[config.mk]
export PLATFORM = sky130hd
export DESIGN_NAME = ngh_regs
export DESIGN_NICKNAME = d
export VERILOG_FILES = /design/src/rtl/ngh_pkg.sv /design/src/rtl/ngh_regs.sv
export SDC_FILE = /design/constraint.sdc
export NUM_CORES = 1
export LEC_CHECK = 0
export BUFFER_PORTS_ARGS = -buffer_cell sky130_fd_sc_hd__buf_2
export CAP_MARGIN = 10
export CORE_AREA = 2 2 151 153
export DETAILED_ROUTE_END_ITERATION = 8
export DIE_AREA = 0 0 153 155
export MAX_ROUTING_LAYER = met4
export PLACE_DENSITY = 0.52
export SYNTH_ARGS = -nofsm -noshare
export SYNTH_HDL_FRONTEND = slang
export SYNTH_SLANG_ARGS = --single-unit
[constraint.sdc]
create_clock -name clk_i -period 0.8 [get_ports clk_i]
set_input_delay 0.16 -clock clk_i [delete_from_list [all_inputs] [get_ports clk_i]]
set_output_delay 0.16 -clock clk_i [all_outputs]
set_load 0.1 [all_outputs]
[src/rtl/ngh_pkg.sv]
`default_nettype none
// ----------------------------------------------------------------------------
// Noise gate package
// Shared widths, register indexes, command types and fixed-point helpers.
// ----------------------------------------------------------------------------
package ngh_pkg;

  localparam int NumLanes    = 4;
  localparam int Channels    = 4;
  localparam int ActiveLanes = (Channels < NumLanes) ? Channels : NumLanes;

  localparam int SampleW  = 24;
  localparam int LevelW   = 23;
  localparam int GainW    = 25;
  localparam int CoeffW   = 17;
  localparam int HoldW    = 20;
  localparam int CfgIdxW  = 3;
  localparam int CfgDataW = 24;
  localparam int LaneIdxW = $clog2(NumLanes);
  localparam int MulW     = 26;
  localparam int ProdW    = 2 * MulW;
  localparam int SumW     = 37;

  localparam logic [GainW-1:0]  GainUnity = 25'h080_0000;
  localparam logic [LevelW-1:0] LevelMax  = 23'h7F_FFFF;

  localparam logic [CfgIdxW-1:0] RegSidechain = 3'd0;
  localparam logic [CfgIdxW-1:0] RegThreshold = 3'd1;
  localparam logic [CfgIdxW-1:0] RegRange     = 3'd2;
  localparam logic [CfgIdxW-1:0] RegOpenCoef  = 3'd3;
  localparam logic [CfgIdxW-1:0] RegCloseCoef = 3'd4;
  localparam logic [CfgIdxW-1:0] RegRiseCoef  = 3'd5;
  localparam logic [CfgIdxW-1:0] RegFallCoef  = 3'd6;
  localparam logic [CfgIdxW-1:0] RegHold      = 3'd7;

  typedef logic signed [SampleW-1:0] sample_t;

  typedef struct packed {
    logic                use_sidechain;
    logic [LevelW-1:0]   threshold_level;
    logic [SampleW-1:0]  range_gain;
    logic [CoeffW-1:0]   open_coeff;
    logic [CoeffW-1:0]   close_coeff;
    logic [CoeffW-1:0]   level_rise_coeff;
    logic [CoeffW-1:0]   level_fall_coeff;
    logic [HoldW-1:0]    hold_samples;
  } cfg_t;

  typedef enum logic [1:0] {
    MulLevel,
    MulGain,
    MulChan
  } mul_sel_e;

  typedef struct packed {
    logic                capture;
    mul_sel_e            mul_sel;
    logic                prod_en;
    logic                lvl_upd;
    logic                gain_upd;
    logic                ch_store;
    logic [LaneIdxW-1:0] ch_idx;
    logic                out_load;
  } dp_cmd_t;

  // Magnitude of a Q1.23 sample; the most negative code saturates.
  function automatic logic [LevelW-1:0] abs_mag(input sample_t x);
    logic [SampleW-1:0] neg;
    neg = -x;
    if (!x[SampleW-1]) begin
      return x[LevelW-1:0];
    end else if (x == {1'b1, {(SampleW-1){1'b0}}}) begin
      return LevelMax;
    end else begin
      return neg[LevelW-1:0];
    end
  endfunction

  function automatic logic [LevelW-1:0] clamp_level(input logic signed [SumW-1:0] v);
    if (v < 0) begin
      return '0;
    end else if (v > $signed({{(SumW-LevelW){1'b0}}, LevelMax})) begin
      return LevelMax;
    end else begin
      return v[LevelW-1:0];
    end
  endfunction

  function automatic logic [GainW-1:0] clamp_gain(input logic signed [SumW-1:0] v);
    if (v < 0) begin
      return '0;
    end else if (v > $signed({{(SumW-GainW){1'b0}}, GainUnity})) begin
      return GainUnity;
    end else begin
      return v[GainW-1:0];
    end
  endfunction

  function automatic sample_t sat_sample(input logic signed [ProdW-24:0] v);
    if (v < -$signed({{(ProdW-23-GainW){1'b0}}, GainUnity})) begin
      return {1'b1, {(SampleW-1){1'b0}}};
    end else if (v > $signed({{(ProdW-23-LevelW){1'b0}}, LevelMax})) begin
      return {1'b0, {(SampleW-1){1'b1}}};
    end else begin
      return v[SampleW-1:0];
    end
  endfunction

endpackage
`default_nettype wire

[src/rtl/ngh_regs.sv]
`default_nettype none
// ----------------------------------------------------------------------------
// Noise gate configuration registers
// Holds the eight control registers written over the configuration channel.
// ----------------------------------------------------------------------------
module ngh_regs (
  input  logic                         clk_i,
  input  logic                         rst_ni,
  input  logic                         cfg_valid_i,
  input  logic [ngh_pkg::CfgIdxW-1:0]  cfg_index_i,
  input  logic [ngh_pkg::CfgDataW-1:0] cfg_data_i,
  output ngh_pkg::cfg_t                cfg_o
);
  import ngh_pkg::*;

  cfg_t cfg_q;

  always_ff @(posedge clk_i or negedge rst_ni) begin
    if (!rst_ni) begin
      cfg_q.use_sidechain    <= 1'b0;
      cfg_q.threshold_level  <= '0;
      cfg_q.range_gain       <= '0;
      cfg_q.open_coeff       <= 17'd65536;
      cfg_q.close_coeff      <= 17'd65536;
      cfg_q.level_rise_coeff <= 17'd22348;
      cfg_q.level_fall_coeff <= 17'd65536;
      cfg_q.hold_samples     <= '0;
    end else if (cfg_valid_i) begin
      unique case (cfg_index_i)
        RegSidechain: cfg_q.use_sidechain    <= cfg_data_i[0];
        RegThreshold: cfg_q.threshold_level  <= cfg_data_i[LevelW-1:0];
        RegRange:     cfg_q.range_gain       <= cfg_data_i[SampleW-1:0];
        RegOpenCoef:  cfg_q.open_coeff       <= cfg_data_i[CoeffW-1:0];
        RegCloseCoef: cfg_q.close_coeff      <= cfg_data_i[CoeffW-1:0];
        RegRiseCoef:  cfg_q.level_rise_coeff <= cfg_data_i[CoeffW-1:0];
        RegFallCoef:  cfg_q.level_fall_coeff <= cfg_data_i[CoeffW-1:0];
        RegHold:      cfg_q.hold_samples     <= cfg_data_i[HoldW-1:0];
        default: ;
      endcase
    end
  end

  assign cfg_o = cfg_q;

endmodule
`default_nettype wire

# [Yosys cells after proc, flatten, opt, wreduce, memory -nomap -nowiden]
# Cells that the tools add are included.
[word_totals] register_bits=136 in_bits=30 output_inout_bits=136 wordCells=24
[op_classes] eq_ne=7 n_reduce_logical=9
[op_table] op="$reduce_and A2 Y1" n=8
[op_table] op="$eq A3 B3 Y1 const B" n=4
[op_table] op="$eq A3 B2 Y1 const B" n=2
[op_table] op="$eq A3 B1 Y1 const B" n=1
[op_table] op="$logic_not A3 Y1" n=1

# [Depth between registers and ports, before layout]
[depth] word_depth=2 ltp_mapped=5 ltp_nobuf=2

# [Least setup slack after synthesis]
# OpenSTA, ideal clock, no wires.
[synth_timing] path_kind="register to register" from="register cfg_o[0] (netlist name)" to="register cfg_q, in the netlist cfg_o[0]" setup_time_ps=126 arrival_ps=1134 t_required_ps=674 setup_slack_ps=-460 stages_incl_launch_ff=2 path_buffers=0 synth_period_minus_slack_ps=1260 cell_sequence="dfrtp_1 -> mux2_2"
[synth_lines] item="to (decl)" line_no="ngh_regs.sv:16" text="cfg_t cfg_q;"

# [Worst setup path after layout]
[layout_timing] from="register cfg_q, in the netlist cfg_o[40]" to="output cfg_o[40] in the netlist's numbering"
[layout_lines] item="to (decl)" line_no="ngh_regs.sv:12" text="output ngh_pkg::cfg_t cfg_o"
# No word-level cell between the ends.

==> results_dict.tcl <==
set metrics [dict create \
    setup.worst_path.end_class "output port" \
    netSwitchingFraction 0.433 \
    whs_endpoint "cfg_o[114]$_DFFE_PN0P_" \
    die_x_um 153 \
    hold_depth 2 \
    dr_total_vias 3494 \
    cap_violations 0 \
    ys_seq_area_frac 0.626 \
    yosys.area.top_type "dfrtp_1" \
    p_clk_frac 0.200 \
    cts-buffers-inserted 17 \
    avgSynthCellArea_um2 18.4 \
    finalPower_mw 41.7 \
    outcome "finished with violations" \
    crit_required_ns 0.64 \
    synth_cells 297 \
    final_util 0.492 \
    path_delay_family "flip-flops" \
    fp-row-count 55 \
    cp_cell_sequence "buf_12" \
    peakVddDrop_mv 1.92 \
    min_period_over_period 1.73 \
    antenna_found_initial 0 \
    netlist_area_um2 5460 \
    synth_top_cells_by_count "125 x dfrtp_1, 86 x mux2_2, 50 x mux2_4" \
    io_buffers 165 \
    clock.fmax_ghz 0.724 \
    ys_ff_latch 136 \
    ff2ff_path_depth 3 \
    drt_iter0_drc 84 \
    fill_cells 1810 \
    critPathKind "flop to output port" \
    power_density_nw_per_um2 3820 \
    synth_warnings 0 \
    worstPathMaxFanout 2 \
    nets 576 \
    synth_edf_count 0 \
    cts_root_buffer "clkbuf_16" \
    final.setup.worst_slack_ns -0.582 \
    track_usage 0.145 \
    synth_nets 327 \
    clk_pin_slew_ns 0.06 \
    drive_gt1_frac 0.977 \
    postRouteAntennaNets 0 \
    dpl.hpwl_mm 11.0 \
    start_kind "flop" \
    yosysMostFrequentCell "dfrtp_1" \
    io_pins 166 \
    p_seq_frac 0.273 \
    worstMarginPinSlew_ns 0.280 \
    crit_arrival_ns 1.22 \
    synth_cell_types 12 \
    routedWlPerCell_um 19.3 \
    grt_pass1_vias 3965 \
    start_util 0.246 \
    largest_reg_flops 136 \
    p_comb_frac 0.527 \
    finalHoldViolCount 0 \
    cp_num_buf_inv 1 \
    totalWireLength_mm 16.3 \
    synthArstFlopShare 1.00 \
    hold_class "primary input to flop" \
    power_switching_mw 18.1 \
    htreeDepth 4 \
    gp_congestion 0.726 \
    min-delay-start "cfg_data_i[2]" \
    rsz0062_at_grt "true" \
    power.leakage_nw 4.84 \
    rr_startpoint "cfg_o[109]$_DFFE_PN0P_" \
    avgViaCountPerCell 4.14 \
    grt_pass1_wl_mm 25.3 \
    diodes 0 \
    fin_skew_ns 0 \
    rrSetupSlack_ns -0.29 \
    max_stage_delay_ns 0.64 \
    cts_tree "built" \
    die_y_um 155 \
    synth_area_leaders "dfrtp_1 57%, mux2_2 18%, mux2_4 14%" \
    grt-ovfl-total 0 \
    cpMaxStageDelayCell "dfstp_4" \
    violations "negative setup slack" \
    cts_sinks 136 \
    area_growth_pct 100 \
    drtPass1Iterations 4 \
    maxSlewHeadroom 0.811 \
    drc 0 \
    fin_crit_ns 1.38 \
    reg2reg_to "cfg_o[109]$_DFFE_PN0P_" \
    core_um2 22200 \
    setup_violations 272 \
    synth_top_flop_cell "dfrtp_1" \
    clkLatencyLatePin_ns 0.41 \
    synth_top_area_share 0.573 \
    cts_buffer_depth 2 \
    power.internal_mw 23.7 \
    grt_max_degree 30 \
    dieArea_um2 23700 \
    finalMaxSlewViolations 0 \
]
[power by group through the flow]
stage               Clock, mW  Sequential [mW]  Combinational, mW
finish                   8.36             11.4               22.0
global route             8.90             11.6               22.5
CTS                      8.60             11.4               21.6
detailed placement          0             11.4               20.8
global placement            0             11.4               20.7
floorplan                   0             21.8               2.10
[layout make-up]
cell class,instances,area [um2],share of cell area
Sequential cell,136,3930,0.359
Clock buffer,21,460,0.0421
Multi-Input combinational cell,144,2140,0.196
Clock inverter,11,171,0.0157
Tap cell,285,357,0.0326
Timing Repair Buffer,247,3870,0.354
[placed cells by master (no fill, tap or decap), types with 3 or more instances in the layout]
master | netlist | final
buf_6 | 5 | 44
buf_12 | 5 | 147
dfstp_4 | 0 | 11
buf_2 | 4 | 24
bufinv_16 | 0 | 4
clkbuf_16 | 0 | 17
clkinv_4 | 0 | 3
dfrtp_4 | 0 | 125
buf_4 | 3 | 18
buf_8 | 0 | 4
nand4b_4 | 3 | 3
dlygate4sd3_1 | 0 | 8
mux2_2 | 86 | 8
mux2_4 | 50 | 128
[routing by layer]
layer	track usage	wire length, um	part of all wire
met4	0.0331	142	0.0087
met3	0.0387	733	0.045
met2	0.221	7720	0.47
met5	-	0	0
met1	0.194	7680	0.47
[metrics by stage]
stage	hold WS [ns]	cell area, um2	std cells	worst slack [ns]	TNS (ns)
global placement	0.0528	9530	761	-0.554	-65.67
floorplan	-0.136	6170	297	-0.428	-45.45
detailed placement	0.0513	9530	761	-0.570	-67.89
finish	0.0924	10900	844	-0.582	-74.44
CTS	0.0696	10700	821	-0.612	-75.92
global route	0.0826	10900	844	-0.624	-81.50
[worst max path at each step]
stage                           from                endpoint  depth (start not counted)
3_3_place_gp          cfg_index_i[1]  cfg_o[126]$_DFFE_PN0P_                          4
5_1_grt        cfg_o[40]$_DFFE_PN1P_               cfg_o[40]                          1
4_1_cts        cfg_o[40]$_DFFE_PN1P_               cfg_o[40]                          1
2_1_floorplan         cfg_index_i[0]   cfg_o[60]$_DFFE_PN0P_                          5
6_report       cfg_o[40]$_DFFE_PN1P_               cfg_o[40]                          1
3_5_place_dp          cfg_index_i[0]   cfg_o[88]$_DFFE_PN0P_                          4
[repair_timing]
| item | CTS | global route |
|---|---|---|
| pin swaps | 3 | 3 |
| hold endpoints to repair | 142 | 0 |
| setup buffers | 18 | 33 |
| setup endpoints to repair | 272 | 272 |
| resized for setup | 66 | 38 |
| cloned | 2 | 0 |
| hold buffers | 8 | 0 |
[cell families (layout without fill, tap and decap cells)]
group	count (synthesis)	after routing	synth area share
mux	136	136	0.315
flops	136	136	0.626
simple gates	8	8	0.0227
buf+inv	17	279	0.0364
No activity file was read; power rests on OpenSTA's default activity.
