--- src/rtl/ngh_pkg.sv ---
`default_nettype none
// ----------------------------------------------------------------------------
// Noise gate package
// Shared widths, register indexes, command types and fixed-point helpers.
// ----------------------------------------------------------------------------
package ngh_pkg;

  localparam int NumLanes    = 4;
  localparam int Channels    = 4;
  localparam int ActiveLanes = (Channels < NumLanes) ? Channels : NumLanes;

  localparam int SampleW  = 24;
  localparam int LevelW   = 23;
  localparam int GainW    = 25;
  localparam int CoeffW   = 17;
  localparam int HoldW    = 20;
  localparam int CfgIdxW  = 3;
  localparam int CfgDataW = 24;
  localparam int LaneIdxW = $clog2(NumLanes);
  localparam int MulW     = 26;
  localparam int ProdW    = 2 * MulW;
  localparam int SumW     = 37;

  localparam logic [GainW-1:0]  GainUnity = 25'h080_0000;
  localparam logic [LevelW-1:0] LevelMax  = 23'h7F_FFFF;

  localparam logic [CfgIdxW-1:0] RegSidechain = 3'd0;
  localparam logic [CfgIdxW-1:0] RegThreshold = 3'd1;
  localparam logic [CfgIdxW-1:0] RegRange     = 3'd2;
  localparam logic [CfgIdxW-1:0] RegOpenCoef  = 3'd3;
  localparam logic [CfgIdxW-1:0] RegCloseCoef = 3'd4;
  localparam logic [CfgIdxW-1:0] RegRiseCoef  = 3'd5;
  localparam logic [CfgIdxW-1:0] RegFallCoef  = 3'd6;
  localparam logic [CfgIdxW-1:0] RegHold      = 3'd7;

  typedef logic signed [SampleW-1:0] sample_t;

  typedef struct packed {
    logic                use_sidechain;
    logic [LevelW-1:0]   threshold_level;
    logic [SampleW-1:0]  range_gain;
    logic [CoeffW-1:0]   open_coeff;
    logic [CoeffW-1:0]   close_coeff;
    logic [CoeffW-1:0]   level_rise_coeff;
    logic [CoeffW-1:0]   level_fall_coeff;
    logic [HoldW-1:0]    hold_samples;
  } cfg_t;

  typedef enum logic [1:0] {
    MulLevel,
    MulGain,
    MulChan
  } mul_sel_e;

  typedef struct packed {
    logic                capture;
    mul_sel_e            mul_sel;
    logic                prod_en;
    logic                lvl_upd;
    logic                gain_upd;
    logic                ch_store;
    logic [LaneIdxW-1:0] ch_idx;
    logic                out_load;
  } dp_cmd_t;

  // Magnitude of a Q1.23 sample; the most negative code saturates.
  function automatic logic [LevelW-1:0] abs_mag(input sample_t x);
    logic [SampleW-1:0] neg;
    neg = -x;
    if (!x[SampleW-1]) begin
      return x[LevelW-1:0];
    end else if (x == {1'b1, {(SampleW-1){1'b0}}}) begin
      return LevelMax;
    end else begin
      return neg[LevelW-1:0];
    end
  endfunction

  function automatic logic [LevelW-1:0] clamp_level(input logic signed [SumW-1:0] v);
    if (v < 0) begin
      return '0;
    end else if (v > $signed({{(SumW-LevelW){1'b0}}, LevelMax})) begin
      return LevelMax;
    end else begin
      return v[LevelW-1:0];
    end
  endfunction

  function automatic logic [GainW-1:0] clamp_gain(input logic signed [SumW-1:0] v);
    if (v < 0) begin
      return '0;
    end else if (v > $signed({{(SumW-GainW){1'b0}}, GainUnity})) begin
      return GainUnity;
    end else begin
      return v[GainW-1:0];
    end
  endfunction

  function automatic sample_t sat_sample(input logic signed [ProdW-24:0] v);
    if (v < -$signed({{(ProdW-23-GainW){1'b0}}, GainUnity})) begin
      return {1'b1, {(SampleW-1){1'b0}}};
    end else if (v > $signed({{(ProdW-23-LevelW){1'b0}}, LevelMax})) begin
      return {1'b0, {(SampleW-1){1'b1}}};
    end else begin
      return v[SampleW-1:0];
    end
  endfunction

endpackage
`default_nettype wire

--- src/rtl/ngh_ctrl.sv ---
`default_nettype none
// ----------------------------------------------------------------------------
// Noise gate controller
// Sequences one frame through the shared multiplier and owns the handshakes.
// ----------------------------------------------------------------------------
module ngh_ctrl (
  input  logic             clk_i,
  input  logic             rst_ni,
  input  logic             in_valid_i,
  output logic             in_ready_o,
  output logic             out_valid_o,
  input  logic             out_ready_i,
  output ngh_pkg::dp_cmd_t cmd_o
);
  import ngh_pkg::*;

  localparam logic [2:0] StIdle    = 3'd0;
  localparam logic [2:0] StLvlMul  = 3'd1;
  localparam logic [2:0] StLvlUpd  = 3'd2;
  localparam logic [2:0] StGainMul = 3'd3;
  localparam logic [2:0] StGainUpd = 3'd4;
  localparam logic [2:0] StChan    = 3'd5;
  localparam logic [2:0] StDone    = 3'd6;

  logic [2:0]          state_q, state_d;
  logic [LaneIdxW-1:0] ch_cnt_q, ch_cnt_d;
  logic                out_valid_q, out_valid_d;
  dp_cmd_t             cmd;

  always_comb begin
    state_d     = state_q;
    ch_cnt_d    = ch_cnt_q;
    cmd         = '0;
    cmd.mul_sel = MulLevel;
    cmd.ch_idx  = ch_cnt_q;
    in_ready_o  = 1'b0;
    unique case (state_q)
      StIdle: begin
        in_ready_o  = 1'b1;
        cmd.capture = in_valid_i;
        if (in_valid_i) begin
          state_d = StLvlMul;
        end
      end
      StLvlMul: begin
        cmd.mul_sel = MulLevel;
        cmd.prod_en = 1'b1;
        state_d     = StLvlUpd;
      end
      StLvlUpd: begin
        cmd.lvl_upd = 1'b1;
        state_d     = StGainMul;
      end
      StGainMul: begin
        cmd.mul_sel = MulGain;
        cmd.prod_en = 1'b1;
        state_d     = StGainUpd;
      end
      StGainUpd: begin
        cmd.gain_upd = 1'b1;
        ch_cnt_d     = '0;
        state_d      = StChan;
      end
      StChan: begin
        cmd.mul_sel  = MulChan;
        cmd.ch_store = 1'b1;
        if (ch_cnt_q == LaneIdxW'(NumLanes - 1)) begin
          state_d = StDone;
        end else begin
          ch_cnt_d = ch_cnt_q + 1'b1;
        end
      end
      StDone: begin
        // The finished frame waits here until the output register is free.
        if (!out_valid_q || out_ready_i) begin
          cmd.out_load = 1'b1;
          state_d      = StIdle;
        end
      end
      default: state_d = StIdle;
    endcase
  end

  always_comb begin
    out_valid_d = out_valid_q;
    if (cmd.out_load) begin
      out_valid_d = 1'b1;
    end else if (out_ready_i) begin
      out_valid_d = 1'b0;
    end
  end

  always_ff @(posedge clk_i or negedge rst_ni) begin
    if (!rst_ni) begin
      state_q     <= StIdle;
      ch_cnt_q    <= '0;
      out_valid_q <= 1'b0;
    end else begin
      state_q     <= state_d;
      ch_cnt_q    <= ch_cnt_d;
      out_valid_q <= out_valid_d;
    end
  end

  assign out_valid_o = out_valid_q;
  assign cmd_o       = cmd;

endmodule
`default_nettype wire

--- config.mk ---
export PLATFORM = sky130hd
export DESIGN_NAME = ngh_ctrl
export DESIGN_NICKNAME = d
export VERILOG_FILES = /design/src/rtl/ngh_pkg.sv /design/src/rtl/ngh_ctrl.sv
export SDC_FILE = /design/constraint.sdc
export NUM_CORES = 1
export LEC_CHECK = 0
export BUFFER_PORTS_ARGS = -buffer_cell sky130_fd_sc_hd__buf_2
export CAP_MARGIN = 20
export CORE_AREA = 2 2 39 41
export DETAILED_ROUTE_END_ITERATION = 6
export DIE_AREA = 0 0 41 43
export GPL_TIMING_DRIVEN = 0
export PLACE_DENSITY = 0.56
export SLEW_MARGIN = 20
export SYNTH_ARGS = -nofsm -noshare
export SYNTH_HDL_FRONTEND = slang
export SYNTH_SLANG_ARGS = --single-unit
export TNS_END_PERCENT = 30
--- constraint.sdc ---
create_clock -name clk_i -period 1 [get_ports clk_i]
set_input_delay 0.1 -clock clk_i [delete_from_list [all_inputs] [get_ports clk_i]]
set_output_delay 0.1 -clock clk_i [all_outputs]
set_load 0.005 [all_outputs]
# Yosys cells after proc, flatten, opt, wreduce, memory -nomap -nowiden
# Cells that the tools add are included.
# totals
word_cells	40
ff_bits	6
inputBits	4
output_inout_bits	12
# classes
n_eq_ne	11
reduce_logical	8
n_addsub	1
n_mux	17
# ops
operator	count
3-bit one-hot mux with 7 select lines	1
1-bit 2-to-1 mux	10
3-bit == test (second input constant)	3
3-bit 2-to-1 mux	3
2-bit inequality test (second input constant)	4
2-bit one-hot mux with 2 select lines	2
3-bit by 2-bit == test with 1-bit output (second input constant)	2
2-bit nonzero test	2
3-bit by 1-bit == test with 1-bit output (second input constant)	1
3-bit logical NOT	1
3-bit AND reduction	1
2-bit by 1-bit adder with 2-bit output (second input constant)	1
2-bit == test (second input constant)	1
2-bit 2-to-1 mux	1
2-bit AND reduction	1
2-bit OR reduction	1
1-bit logical NOT	1
1-bit logical OR	1

# Logic depth before layout (Yosys ltp)
# logic_depth
ltp_word	5
mapped_depth	5
mapped_depth_nobuf	4

# Worst setup path before layout
# No wires, ideal clock.
# synth_path
path_kind	reg2reg
start	register ch_cnt_q[0]
end	register ch_cnt_q[0]
arrival_time_ps	1018
setup_slack_ps	-109
required_ps	908
synth_period_minus_slack_ps	1109
n_path_buf	0
setup_ps	92
stages_incl_launch_ff	4
path_cell_list	dfrtp_1 > ha_1 > or2_1 > o31ai_2
# synth_between
elab_chain_len	3
word_cells_on_any_way	6
classes_between	add/sub: 1; eq/ne: 2; mux: 2; reduce/logical: 1
# synth_lines
element	line	source
start: declaration	ngh_ctrl.sv:26	logic [LaneIdxW-1:0] ch_cnt_q, ch_cnt_d;
start signal: assignment	ngh_ctrl.sv:100	ch_cnt_q <= ch_cnt_d;
2-bit by 1-bit adder with 2-bit output / 2-bit == test (equally long branches)	ngh_ctrl.sv:70, ngh_ctrl.sv:67	
2-bit 2-to-1 mux / 2-bit inequality test (equally long branches)	--	
2-bit one-hot mux with 2 select lines / 2-bit AND reduction (equally long branches)	--	
# Parallel ways exist; a longest one is shown, timed or not. The select of a mux whose other input is x is not followed.
# A chain may end at the register's enable or synchronous reset.

==> run_results.csv <==
group,metric,value,unit
drt,num_vias,373,
die,fp.coreArea,0.00138,sq mm
clock_network,cts_made_buffers,3,
sta,fin_crit,1.26,ns
worst_setup_path,arrival,1.16,ns
worst_setup_path,crit_family,"flip-flops",
sta,hold_ws,0.0579,ns
power_and_ir_drop,p_leak,0.000303,uW
worst_setup_path,crit_buf_inv,2,
power_and_ir_drop,pwr_density_cell,3280,mW/mm^2
sta,min_period_over_period,126,%
die,die_area,0.00176,sq mm
global_routing,grt_pass1_vias,293,
finish,area_delta_synth_final,60.9,%
sta,hold_viol,0,
sta,setup_viol,12,
sta,worst_pin_slew,0.163,ns
worst_setup_path,crit_chain,"buf_6, nor3_4, and2_1, buf_2",
sta,slew_headroom,89.1,%
power_and_ir_drop,ir_worst_vdd,1.11,mV
global_routing,grt_usage,11.3,%
worst_setup_path,end_kind,"primary output",
placed_design,numPortBuffers,15,
worst_setup_path,cp_slowest_cell,"dfrtp_1",
status,violations,"negative setup slack",
global_routing,grt_overflow,0,
drt,drt_wl_total,892,um
global_routing,grt_first_pass_wirelength,1280,um
synthesis,synthCells,43,
hold_path,hold_class,"in2reg",
drt,drtPass1Iterations,2,
die,die_x,41,um
synthesis,synth.avg_cell_area,8.85,sq um
synthesis,yosys_warnings,0,
worst_setup_path,cp_max_fo,5,
global_routing,antenna_found_initial,0,
synthesis,synth_nets,48,
worst_setup_path,cp.required,0.90,ns
clock_network,clk_latency,0.24,ns
drt,avgRoutedWirePerCell,10.9,um
status,status,"finished, violations left",
synthesis,ys_seq_elements,6,
clock_network,cts_max_path_buffers,2,
placed_design,place.gp.congestion,0.722,
finish,fin_nets,73,
clock_network,cts_tree,"done",
placed_design,dp_slack,-0.145,ns
global_routing,grt_max_degree,11,
finish,drive_gt1_share,60.6,%
sta,max_freq,792,MHz
synthesis,yosysSeqAreaShare,39.5,%
worst_setup_path,max_stage_delay,0.40,ns
finish,antenna_cells,0,
clock_network,htreeDepth,1,
drt,drc,0,
job,drv_cap,0,
clock_network,root_buffer,"clkbuf_4",
clock_network,cts_sinks,6,
placed_design,post-dp-hpwl,564,um
power_and_ir_drop,power,2010,uW
drt,detail-route-antenna-nets,0,
sta,slew_viol_final,0,
sta,rsz0062_at_grt,"yes",
die,initial_core_util,27.5,%
die,fp.dieH,43,um
drt,avgViaCountPerCell,4.55,
synthesis,syn_area,380,sq um
sta,worst_slack,-0.262,ns
drt,drt_iter0_markers,2,
die,rows,14,
sta,finClkSkew,0.00113,ns
synthesis,synth.distinct_cells,22,
worst_setup_path,startpoint_type,"register",
worst_setup_path,path_class,"reg2out",
clock_network,clk_pin_slew_worst_paths,0.05,ns
die,io_pins,16,
finish,fin_util,44.2,%
-- report_power, final --
part           total (uW)  internal (uW)  leakage (uW)  switching, uW
clock                 234            137     0.0000138           97.7
sequential            443            354     0.0000753           89.2
combinational        1330            719      0.000214            613
total                2010           1210      0.000303            800
-- synth_stat cells --
cell	count	area share (%)
a21oi_1	2	2.6
a31oi_1	2	3.3
and2_1	3	4.9
and3_1	1	1.6
buf_2	2	2.6
buf_4	3	5.9
dfrtp_1	6	39
ha_1	1	3.3
inv_1	2	2.0
inv_2	1	0.99
nand2_1	3	3.0
nand2b_4	1	3.6
nand3_1	2	2.6
nor2_1	3	3.0
nor3_2	1	2.6
nor3b_1	2	3.9
o21ai_0	2	2.6
o21ai_1	2	2.6
o21bai_1	1	2.0
o31ai_2	1	3.3
or2_1	1	1.6
xnor2_1	1	2.3
-- registers in the layout, indices dropped and copies added, names as in the netlist --
register     count
state_q          3
ch_cnt_q         2
out_valid_o      1
-- cell usage in the layout, fill, tap and decap left out, drive strengths merged, types with 2 or more instances in the layout --
cell type  instances
nor3b              2
inv                3
nand3              2
a31oi              2
a21oi              2
o21ai              4
clkbuf             3
buf               24
dfrtp              6
nand2              3
nor2               3
and2               3
-- timing repair --
action | in CTS | in global routing
setup endpoints to repair | 12 | 14
hold buffers | 1 | 0
buffers inserted | 3 | 1
resized for setup | 14 | 6
hold endpoints to repair | 6 | 0
pin swaps | 4 | 0
cloned | 0 | 1
-- cells by family (layout without fill, tap and decap cells) --
group                      count (synthesis)  in the layout  synth area share [%]
xor gates and xnor gates                   1              1                  2.30
adders and majority gates                  1              1                  3.29
DFF                                        6              6                  39.5
AOI/OAI and AO/OA                         10             10                  16.4
and+or+nand+nor                           17             17                  27.0
buffers and inverters                      8             31                  11.5
-- per-layer routing --
metal | GRT usage (%) | routed length [um] | vias up
met5 | 0 | 0 | -
met4 | 8.00 | 0 | 0
met3 | 4.71 | 50 | 0
met2 | 14.7 | 425 | 8
met1 | 14.3 | 416 | 174
li1 | - | - | 191
-- stage by stage --
step           setup TNS (ns)  instance area [sq um]  instances
2_1_floorplan          -0.144                    383         43
3_5_place_dp           -0.510                    478         74
6_report                -2.14                    612         82
3_3_place_gp           -0.435                    478         74
4_1_cts                 -1.96                    571         80
5_1_grt                 -2.80                    612         82
-- layout make-up --
type | count | area (sq um)
plain buffers | 4 | 41.3
clock buffers | 3 | 22.5
fillers | 143 | 772
inverters | 3 | 16.3
multi-input cells | 29 | 235
flip-flops and latches | 6 | 150
well taps | 16 | 20.0
repair buffers | 21 | 126
-- worst paths after layout --
kind / cells past startpoint / end / slack, ns / start
worst max register to register: 5 / ch_cnt_q[0] / -0.15 / state_q[0]
max in group asynchronous: 2 / out_valid_o / 0.65 / rst_ni
worst min register to register: 1 / ch_cnt_q[0] / 0.51 / ch_cnt_q[0]
worst max-delay path: 4 / cmd_o[9] / -0.26 / state_q[2]
worst min-delay path: 2 / out_valid_o / 0.06 / out_ready_i
min in group asynchronous: 2 / ch_cnt_q[1] / 0.21 / rst_ni
Power figures use the tool's default switching activity.
